`src/rtl/lcm_pkg.sv`:
```
`default_nettype none

package lcm_pkg;

   // Operand width as seen on the ports.
   localparam int DATA_WIDTH = 32;
   // A valid operand has its top bit clear, so the arithmetic works on one bit less.
   localparam int OP_WIDTH   = DATA_WIDTH - 1;
   localparam int PROD_WIDTH = 2 * OP_WIDTH;
   localparam int CNT_WIDTH  = $clog2(OP_WIDTH);
   localparam logic [CNT_WIDTH-1:0] LAST_STEP = CNT_WIDTH'(OP_WIDTH - 1);

   // Commands from the controller to the datapath.
   typedef struct packed {
      logic load;
      logic clear;
      logic gdiv_init;
      logic qdiv_init;
      logic div_step;
      logic gcd_shift;
      logic mul_init;
      logic mul_step;
   } dp_cmd_type;

   // Status from the datapath to the controller.
   typedef struct packed {
      logic operands_ok;
      logic y_zero;
   } dp_status_type;

endpackage

`default_nettype wire

```
`src/rtl/lcm_by_euclid_gcd.sv`:
```
`default_nettype none

// Least common multiple of two 32-bit operands by Euclid's greatest common divisor.
// A transaction is accepted on a rising edge where start is high and busy is low; busy
// then stays high until the result has been shown. The result appears for exactly one
// cycle, marked by rsp_strobe, and the receiver cannot stall it, so it must capture the
// result in that cycle. An operand that is zero or has its top bit set makes all result
// fields zero, and that answer is shown straight after the check state. For valid
// operands, Euclid's loop takes at most about 45 remainder steps for 31-bit operands.
// Every remainder, and the final quotient, comes from one shared restoring divider that
// retires one quotient bit per cycle, and the product comes from a shift-and-add
// multiplier that takes one bit of the second operand per cycle; these two iterative
// units set the time a transaction takes. One transaction is worked on at a time.

module lcm_by_euclid_gcd (
   input  wire                            clock,
   input  wire                            reset,
   input  wire                            start,
   output logic                           busy,
   input  wire  [lcm_pkg::DATA_WIDTH-1:0] req_first_value,
   input  wire  [lcm_pkg::DATA_WIDTH-1:0] req_second_value,
   output logic                           rsp_strobe,
   output logic [lcm_pkg::DATA_WIDTH-1:0] rsp_multiple_low,
   output logic                           rsp_multiple_overflow,
   output logic [lcm_pkg::OP_WIDTH-1:0]   rsp_common_divisor
);

   lcm_pkg::dp_cmd_type    cmd;
   lcm_pkg::dp_status_type status;

   // The controller sequences the check, the Euclid iterations, the final divide and
   // the multiply, and raises the strobe for one cycle when the result is ready.
   lcm_ctrl u_ctrl (
      .clock      (clock),
      .reset      (reset),
      .start      (start),
      .busy       (busy),
      .rsp_strobe (rsp_strobe),
      .cmd        (cmd),
      .status     (status)
   );

   // The datapath holds the operands, the divider and the multiplier. Its result
   // registers stay put while the strobe is high, since nothing new is loaded then.
   lcm_dp u_dp (
      .clock             (clock),
      .first_value       (req_first_value),
      .second_value      (req_second_value),
      .cmd               (cmd),
      .status            (status),
      .multiple_low      (rsp_multiple_low),
      .multiple_overflow (rsp_multiple_overflow),
      .common_divisor    (rsp_common_divisor)
   );

endmodule

`default_nettype wire

```
`src/rtl/lcm_dp.sv`:
```
`default_nettype none

module lcm_dp (
   input  wire                             clock,
   input  wire  [lcm_pkg::DATA_WIDTH-1:0]  first_value,
   input  wire  [lcm_pkg::DATA_WIDTH-1:0]  second_value,
   input  wire  lcm_pkg::dp_cmd_type       cmd,
   output lcm_pkg::dp_status_type          status,
   output logic [lcm_pkg::DATA_WIDTH-1:0]  multiple_low,
   output logic                            multiple_overflow,
   output logic [lcm_pkg::OP_WIDTH-1:0]    common_divisor
);

   localparam int OPW = lcm_pkg::OP_WIDTH;
   localparam int PW  = lcm_pkg::PROD_WIDTH;
   localparam int DW  = lcm_pkg::DATA_WIDTH;

   logic [OPW-1:0] a_ff, a_in, b_ff, b_in;
   logic [OPW-1:0] x_ff, x_in, y_ff, y_in;
   logic [OPW-1:0] dsr_ff, dsr_in, rem_ff, rem_in, quo_ff, quo_in;
   logic [OPW-1:0] mplier_ff, mplier_in;
   logic [PW-1:0]  mcand_ff, mcand_in, acc_ff, acc_in;
   logic           ok_ff, ok_in;

   logic [OPW+1:0] diff;
   logic           neg;

   // One restoring division step: bring down the next dividend bit and try the divisor.
   assign diff = {1'b0, rem_ff, quo_ff[OPW-1]} - {2'b00, dsr_ff};
   assign neg  = diff[OPW+1];

   always_comb begin
      a_in      = a_ff;
      b_in      = b_ff;
      x_in      = x_ff;
      y_in      = y_ff;
      dsr_in    = dsr_ff;
      rem_in    = rem_ff;
      quo_in    = quo_ff;
      mplier_in = mplier_ff;
      mcand_in  = mcand_ff;
      acc_in    = acc_ff;
      ok_in     = ok_ff;

      if (cmd.load) begin
         a_in  = first_value[OPW-1:0];
         b_in  = second_value[OPW-1:0];
         x_in  = first_value[OPW-1:0];
         y_in  = second_value[OPW-1:0];
         ok_in = (first_value != '0) && !first_value[DW-1] &&
                 (second_value != '0) && !second_value[DW-1];
      end
      if (cmd.clear) begin
         acc_in = '0;
         x_in   = '0;
      end
      if (cmd.gdiv_init) begin
         quo_in = x_ff;
         dsr_in = y_ff;
         rem_in = '0;
      end
      if (cmd.qdiv_init) begin
         quo_in = a_ff;
         dsr_in = x_ff;
         rem_in = '0;
      end
      if (cmd.div_step) begin
         rem_in = neg ? {rem_ff[OPW-2:0], quo_ff[OPW-1]} : diff[OPW-1:0];
         quo_in = {quo_ff[OPW-2:0], ~neg};
      end
      if (cmd.gcd_shift) begin
         x_in = y_ff;
         y_in = rem_ff;
      end
      if (cmd.mul_init) begin
         mcand_in  = {{(PW-OPW){1'b0}}, quo_ff};
         mplier_in = b_ff;
         acc_in    = '0;
      end
      if (cmd.mul_step) begin
         acc_in    = acc_ff + (mplier_ff[0] ? mcand_ff : '0);
         mcand_in  = {mcand_ff[PW-2:0], 1'b0};
         mplier_in = {1'b0, mplier_ff[OPW-1:1]};
      end
   end

   always_ff @(posedge clock) begin
      a_ff      <= a_in;
      b_ff      <= b_in;
      x_ff      <= x_in;
      y_ff      <= y_in;
      dsr_ff    <= dsr_in;
      rem_ff    <= rem_in;
      quo_ff    <= quo_in;
      mplier_ff <= mplier_in;
      mcand_ff  <= mcand_in;
      acc_ff    <= acc_in;
      ok_ff     <= ok_in;
   end

   assign status.operands_ok = ok_ff;
   assign status.y_zero      = (y_ff == '0);

   assign multiple_low      = acc_ff[DW-1:0];
   assign multiple_overflow = |acc_ff[PW-1:DW];
   assign common_divisor    = x_ff;

endmodule

`default_nettype wire

```
`src/rtl/lcm_ctrl.sv`:
```
`default_nettype none

module lcm_ctrl (
   input  wire                            clock,
   input  wire                            reset,
   input  wire                            start,
   output logic                           busy,
   output logic                           rsp_strobe,
   output lcm_pkg::dp_cmd_type            cmd,
   input  wire  lcm_pkg::dp_status_type   status
);

   typedef enum logic [2:0] {
      ST_IDLE,
      ST_CHECK,
      ST_GDIV,
      ST_GNEXT,
      ST_CHOOSE,
      ST_QDIV,
      ST_MUL,
      ST_RESP
   } state_type;

   state_type                       state_ff, state_in;
   logic [lcm_pkg::CNT_WIDTH-1:0]   cnt_ff, cnt_in;
   logic                            busy_ff, busy_in;
   logic                            strobe_ff, strobe_in;
   logic                            last;
   // Marks that the multiplier operands have been loaded for this transaction.
   logic                            mul_loaded_ff, mul_loaded_in;

   assign last = (cnt_ff == lcm_pkg::LAST_STEP);

   always_comb begin
      state_in  = state_ff;
      cnt_in    = cnt_ff;
      busy_in   = busy_ff;
      strobe_in = 1'b0;
      cmd       = '0;

      unique case (state_ff)
         ST_IDLE: begin
            if (start) begin
               cmd.load = 1'b1;
               busy_in  = 1'b1;
               state_in = ST_CHECK;
            end
         end
         ST_CHECK: begin
            if (status.operands_ok) begin
               cmd.gdiv_init = 1'b1;
               cnt_in        = '0;
               state_in      = ST_GDIV;
            end else begin
               cmd.clear = 1'b1;
               strobe_in = 1'b1;
               state_in  = ST_RESP;
            end
         end
         ST_GDIV: begin
            cmd.div_step = 1'b1;
            cnt_in       = cnt_ff + 1'b1;
            if (last) begin
               state_in = ST_GNEXT;
            end
         end
         ST_GNEXT: begin
            cmd.gcd_shift = 1'b1;
            state_in      = ST_CHOOSE;
         end
         ST_CHOOSE: begin
            cnt_in = '0;
            if (status.y_zero) begin
               cmd.qdiv_init = 1'b1;
               state_in      = ST_QDIV;
            end else begin
               cmd.gdiv_init = 1'b1;
               state_in      = ST_GDIV;
            end
         end
         ST_QDIV: begin
            cmd.div_step = 1'b1;
            cnt_in       = cnt_ff + 1'b1;
            if (last) begin
               cnt_in   = '0;
               state_in = ST_MUL;
            end
         end
         ST_MUL: begin
            // The first cycle here loads the multiplier, the rest add one bit each.
            if (!mul_loaded_ff) begin
               cmd.mul_init = 1'b1;
            end else begin
               cmd.mul_step = 1'b1;
               cnt_in       = cnt_ff + 1'b1;
               if (last) begin
                  strobe_in = 1'b1;
                  state_in  = ST_RESP;
               end
            end
         end
         ST_RESP: begin
            busy_in  = 1'b0;
            state_in = ST_IDLE;
         end
         default: begin
            state_in = ST_IDLE;
         end
      endcase
   end

   always_comb begin
      mul_loaded_in = mul_loaded_ff;
      if (cmd.mul_init) begin
         mul_loaded_in = 1'b1;
      end else if (cmd.load) begin
         mul_loaded_in = 1'b0;
      end
   end

   always_ff @(posedge clock) begin
      if (reset) begin
         state_ff      <= ST_IDLE;
         cnt_ff        <= '0;
         busy_ff       <= 1'b0;
         strobe_ff     <= 1'b0;
         mul_loaded_ff <= 1'b0;
      end else begin
         state_ff      <= state_in;
         cnt_ff        <= cnt_in;
         busy_ff       <= busy_in;
         strobe_ff     <= strobe_in;
         mul_loaded_ff <= mul_loaded_in;
      end
   end

   assign busy       = busy_ff;
   assign rsp_strobe = strobe_ff;

endmodule

`default_nettype wire
```
`config.mk`:
```
export PLATFORM = sky130hd
export DESIGN_NAME = lcm_by_euclid_gcd
export DESIGN_NICKNAME = d
export VERILOG_FILES = /design/src/rtl/lcm_pkg.sv /design/src/rtl/lcm_by_euclid_gcd.sv /design/src/rtl/lcm_dp.sv /design/src/rtl/lcm_ctrl.sv
export SDC_FILE = /design/constraint.sdc
export NUM_CORES = 1
export LEC_CHECK = 0
export BUFFER_PORTS_ARGS = -buffer_cell sky130_fd_sc_hd__buf_2
export CAP_MARGIN = 20
export CELL_PAD_IN_SITES_DETAIL_PLACEMENT = 1
export CELL_PAD_IN_SITES_GLOBAL_PLACEMENT = 2
export CORE_ASPECT_RATIO = 0.8
export CORE_UTILIZATION = 45
export CTS_CLUSTER_DIAMETER = 100
export DETAILED_ROUTE_END_ITERATION = 7
export GPL_TIMING_DRIVEN = 0
export PLACE_DENSITY = 0.95
export SETUP_SLACK_MARGIN = 0.02
export SLEW_MARGIN = 20
export SYNTH_ARGS = -nofsm -noshare
export SYNTH_HDL_FRONTEND = slang
export SYNTH_HIERARCHICAL = 1
export SYNTH_SLANG_ARGS = --single-unit
```
`constraint.sdc`:
```
create_clock -name clock -period 8.6 [get_ports clock]
set_clock_uncertainty 0.2 [all_clocks]
set_input_delay 0.43 -clock clock [delete_from_list [all_inputs] [get_ports clock]]
set_output_delay 0.43 -clock clock [all_outputs]
set_load 0.02 [all_outputs]
```
Yosys cells after proc, flatten, opt, wreduce, memory -nomap -nowiden:

Index checks and enable logic that the tools add are counted.

* register bits: 384
* word-level logic and storage cells: 114

* add/subtract/negate cells: 3
* eq/ne operators: 14
* muxes and demuxes: 55
* bitwise logic cells: 1
* reduce and logical (&&, ||, !) cells: 23

Operators with widths (count)
* $mux 31: 14
* $mux 62: 6
* $reduce_bool 32->1: 2
* $add 62x62->62: 1
* $mux 30: 2
* $sub 32x31->33: 1
* $logic_not 31->1: 1
* $reduce_or 30->1: 1
* $pmux 5 s5: 1
* $pmux 3 s8: 1
* $mux 3: 7
* $mux 1: 17
* $mux 5: 3
* $eq 3x3->1 const B: 4
* $ne 2x1->1 const B: 5
* $reduce_bool 2->1: 5
* $reduce_bool 3->1: 3
* $eq 3x2->1 const B: 2
* $pmux 1 s2: 3
* $add 5x1->5 const B: 1
* $eq 5x5->1 const B: 1
* $reduce_and 5->1: 1
* $reduce_bool 5->1: 1
* $eq 3x1->1 const B: 1
* 9 further kinds: 12

Depth between registers and ports, before layout:

* depth after elaboration: 6
* depth in mapped cells: 16

Hierarchy:

Netlist, hierarchy kept.

By module, submodules not included
* lcm_dp: times used 1, cells each 1824, area an instance 20743.6 um^2, sequential area each 11180.7 um^2
* lcm_ctrl: times used 1, cells each 84, area an instance 668.1 um^2, sequential area each 220.2 um^2

Worst setup path after synthesis:

OpenSTA, ideal clock, no wires.

* path kind: register to register
* from: register u_dp.mplier_ff[0]
* to: register u_dp.acc_ff[60] (data pin)
* setup time: 0.260 ns
* arrival: 3.068 ns
* required time: 8.140 ns
* slack: 5.072 ns
* cell stages (with the launch flop): 14
* path through: edfxtp_1 clkbuf_1 and2_1 ha_1 a21o_1 a21o_1 a21o_1 a2111oi_1 o21ai_1 o31ai_2 o21ai_1 a221o_1 a21oi_1 mux2i_1

* longest elaborated chain between the ends: 3

RTL lines
* start, declared: RTL line lcm_dp.sv:21 `logic [OPW-1:0] mplier_ff, mplier_in;`
* start signal, assigned: RTL line lcm_dp.sv:95 `mplier_ff <= mplier_in;`
* $mux 62: RTL line lcm_dp.sv:81 `acc_in = acc_ff + (mplier_ff[0] ? mcand_ff : '0);`
* $add 62x62->62: RTL line lcm_dp.sv:81
* $mux 62: RTL line lcm_dp.sv:80 `if (cmd.mul_step) begin`
* end signal, assigned: RTL line lcm_dp.sv:97 `acc_ff <= acc_in;`
* end, declared: RTL line lcm_dp.sv:22 `logic [PW-1:0] mcand_ff, mcand_in, acc_ff, acc_in;`

No other way between the ends.
A chain may end at the register's enable or synchronous reset.

Worst setup path after layout:

* from: register u_dp.mplier_ff[0]
* to: register u_dp.acc_ff[57] (data pin)

Same word-level chain as after synthesis.

==> results summary <==
The final routed wire length divided by cell count is 24.49 um. Static timing analysis puts the maximum clock frequency at 0.2086 GHz. The sum of overflow across all layers after global routing came out at 0. The via count normalized by instance count is 5.987.

The Yosys step of the flow raised 6 warnings. The clock sink count came out at 384. The number of flip-flops and latches in the synthesized netlist is 384. The cell row count came out at 71. The H-tree level count is 2. For this run, the post-layout net count is 2317. The number of hold violations in the final report is 0. The worst setup margin came out at 3.807 ns.

The total standard cell area after synthesis came out at 21410 sq um. The number of maximum-capacitance violations is 0. The share of post-route cells with drive strength above 1 is 16.50%. Setup violations remaining at the end of the flow were counted as 0. In the post-synthesis netlist, the cell with the most instances is sky130_fd_sc_hd__edfxtp_1.

The area growth from synthesis to layout came out at 16.64%. The required time at the worst-slack endpoint came out at 8.70 ns. The number of max-slew violations in the final report is 0. The buffer depth of the longest clock path is 3. The master cell of the clock root buffer is sky130_fd_sc_hd__clkbuf_16. The number of synthesized flops with an enable pin came out at 371. Among all flip-flop cells after synthesis, the most frequent one is sky130_fd_sc_hd__edfxtp_1. The number of distinct library cells after synthesis is 74. STA classifies the critical path endpoint as a register. 0 antenna diodes ended up in the layout. The measured slew at the worst slew-check pin is 1.096 ns. The areal power density over the cells came out at 339.2 nW/um^2. The final worst-path cycle share is 55.73%.

For this run, design rule violations remaining after detail routing come to 0. Of all cell types, the one taking the most synthesized area is sky130_fd_sc_hd__edfxtp_1. The fraction of registers with async set/reset is 0%. The element type at the critical path start is a register. The critical path arrival is 4.89 ns. In this run the standard cell core region covers 46990 sq um. The number of antenna violations at the first check in global routing is 0. The layout has 4960 filler cells. The count of instances resized after the clock tree is built came out at 0. The final route contains 16780 vias. The insertion delay to the later sink of the worst-skew pair came out at 0.57 ns.

The wire length of the first global-routing pass came out at 104100 um. After routing, the total negative slack on setup checks comes to 0 ns. The worst setup path is of the reg2reg kind.

The register area came out at 11400 sq um. The gate count after technology mapping is 1908. The horizontal die dimension came out at 245.9 um. The die area came out at 48460 sq um.

The post-DP HPWL is 48470 um. The proportion of synthesized chip area in sequential cells is 53.25%. Entering global routing, the biggest net connects 52 pins. The static leakage is 9.383 nW. After synthesis, the largest area contributor takes up 52.03% of total cell area. The effective utilization at floorplan came out at 45.56%. Yosys attributes the largest share of cell area to sky130_fd_sc_hd__edfxtp_1 (52%), sky130_fd_sc_hd__ha_1 (5.7%), sky130_fd_sc_hd__mux2_2 (4.8%). The number of input and output port buffers inserted is 132. The overall die height is 197.1 um. Counting the buffers created by CTS gives 41. The final instance area came out at 24980 sq um. In this run the cell area measured after placement is 22950 sq um. The clock edge transition at the registers on the reported setup and hold paths is 0.06 ns. The global routing usage summed across all routing layers came out at 28.14%. The area used by multi-input combinational logic came out at 9185 sq um.

The number of nets produced by synthesis is 2075. Setup repair after global routing left no endpoint under its margin. The time the worst path needs with I/O delays and setup is 4.793 ns. The flow ran to the end, and the final reports show no timing, DRC or antenna violations. The CTS tree is done.

The worst slack at placement came out at 3.969 ns. The relative max-transition margin is 26.75%. The peak fanout along the critical path came out at 10. The number of global-route vias before repair came out at 17450. The detailed-router iteration count before antenna repair came out at 5. The tightest min-delay check is of the in2reg type.

Dividing the synthesized area by the synthesized cell count gives 11.22 sq um. The final RePlAce weighted congestion came out at 0.9384. In this run, the number of DRC markers left after iteration 0 of detailed routing was 1290. The number of top-level design ports is 133.

The final routed wirelength across all metal layers came out at 68630 um. The remaining antenna violation count after routing is 0. By count the netlist is led by sky130_fd_sc_hd__edfxtp_1 (371), sky130_fd_sc_hd__nand2_1 (205), sky130_fd_sc_hd__and2_1 (142).

The largest voltage drop on the vdd net is 0.2158 mV. The fraction of the core area covered by cells at the end of the flow came out at 53.15%.
kinds of logic (layout without fill, tap and decap cells):
| family | count (synthesis) | in the layout | synth area share [%] |
|---|---|---|---|
| AND/OR/NAND/NOR | 590 | 590 | 14.09 |
| flip-flops | 384 | 384 | 53.25 |
| buffers and inverters | 184 | 458 | 3.921 |
| XOR/XNOR | 70 | 70 | 2.863 |
| AO/OA/AOI/OAI | 453 | 453 | 13.49 |
| adder cells (fa/ha/maj) | 100 | 100 | 5.914 |
| multiplexers | 127 | 127 | 6.475 |
area by class of cell:
class | instances | share of cell area [%]
Buffer | 121 | 2.420
Clock buffer | 45 | 4.253
Clock inverter | 30 | 1.318
Inverter | 63 | 0.9569
Multi-Input combinational cell | 1340 | 36.78
Sequential cell | 384 | 45.65
Tap cell | 620 | 3.106
Timing Repair Buffer | 199 | 5.521
layer usage:
layer / GRT usage, % / vias to the layer above / wire, um
met4: 10.40 / 0 / 2474
met1: 36.55 / 8373 / 28640
met3: 4.415 / 165 / 4613
li1: - / 7534 / -
met5: 0 / - / 0
met2: 47.43 / 703 / 32910
cell usage in the layout (no fill, tap or decap), types with 11 or more instances in the layout:
cell type / instances
sky130_fd_sc_hd__buf_2: 137
sky130_fd_sc_hd__nand3_1: 27
sky130_fd_sc_hd__edfxtp_1: 371
sky130_fd_sc_hd__a21oi_1: 122
sky130_fd_sc_hd__nor3_1: 16
sky130_fd_sc_hd__mux2_2: 92
sky130_fd_sc_hd__a21o_1: 51
sky130_fd_sc_hd__and2_1: 142
sky130_fd_sc_hd__a31oi_1: 12
sky130_fd_sc_hd__a22o_1: 31
sky130_fd_sc_hd__nand4_1: 30
sky130_fd_sc_hd__nand2_1: 205
sky130_fd_sc_hd__o21ai_0: 124
sky130_fd_sc_hd__nand2b_1: 12
sky130_fd_sc_hd__dfxtp_1: 13
sky130_fd_sc_hd__xor2_1: 26
sky130_fd_sc_hd__buf_4: 34
sky130_fd_sc_hd__o21a_1: 14
sky130_fd_sc_hd__ha_1: 98
sky130_fd_sc_hd__dlygate4sd3_1: 63
sky130_fd_sc_hd__nor2_1: 61
sky130_fd_sc_hd__a211oi_1: 13
sky130_fd_sc_hd__nor2b_1: 11
sky130_fd_sc_hd__nor4_1: 33
sky130_fd_sc_hd__mux2i_1: 35
sky130_fd_sc_hd__o21ai_1: 11
sky130_fd_sc_hd__xnor2_1: 44
sky130_fd_sc_hd__inv_1: 61
sky130_fd_sc_hd__clkbuf_1: 80
sky130_fd_sc_hd__clkbuf_16: 42
sequential cells by signal (all words and copies together) (netlist names):
signal                cells
u_dp/quo_ff              31
u_dp/common_divisor      31
u_ctrl/mul_loaded_ff      1
u_dp/rem_ff              31
u_ctrl/rsp_strobe         1
u_dp/ok_ff                1
u_dp/dsr_ff              31
u_dp/acc_ff              62
u_ctrl/busy               1
u_dp/b_ff                31
u_dp/mplier_ff           31
u_ctrl/state_ff           3
u_dp/mcand_ff            62
u_ctrl/cnt_ff             5
u_dp/a_ff                31
u_dp/y_ff                31
final timing paths:
| path | slack [ns] | end | depth (start not counted) | from |
|---|---|---|---|---|
| max | 3.81 | u_dp/acc_ff[57] | 13 | u_dp/mplier_ff[0] |
| min | 0.1 | u_dp/ok_ff | 2 | req_second_value[31] |
| max reg2reg | 3.81 | u_dp/acc_ff[57] | 13 | u_dp/mplier_ff[0] |
| min reg2reg | 0.26 | u_ctrl/busy | 2 | u_ctrl/busy |
report_power, final:
group / internal, mW / switching (mW) / total [mW]
combinational: 1.17 / 2.16 / 3.33
sequential: 2.84 / 0.431 / 3.27
clock: 1.08 / 0.801 / 1.88
metrics by stage:
step                instances  hold WS (ns)  power (mW)
floorplan                1908        0.2336       5.305
global placement         2660        0.2386       6.228
detailed placement       2664        0.2512       6.415
CTS                      2802       0.05015       8.367
global route             2802       0.05737       8.836
finish                   2802       0.09861       8.473
timing repair:
item | in CTS | in global routing
hold buffers | 63 | 0
endpoints found under the hold margin | 71 | 0
setup buffers | 0 | 0
critical path, cell delays in order, from the launching register on:
cell and delay (ns):
sky130_fd_sc_hd__edfxtp_1 0.58, sky130_fd_sc_hd__clkbuf_1 0.28, sky130_fd_sc_hd__and2_1 0.29, sky130_fd_sc_hd__ha_1 0.31, sky130_fd_sc_hd__a2111oi_0 0.41, sky130_fd_sc_hd__o21ai_1 0.19, sky130_fd_sc_hd__a21oi_2 0.32, sky130_fd_sc_hd__o22ai_1 0.16
sky130_fd_sc_hd__o31ai_2 0.42, sky130_fd_sc_hd__a32oi_2 0.33, sky130_fd_sc_hd__a31oi_1 0.51, sky130_fd_sc_hd__o21ai_1 0.17, sky130_fd_sc_hd__xnor2_1 0.17, sky130_fd_sc_hd__and2_1 0.17
(Power assumes the default switching activity.)
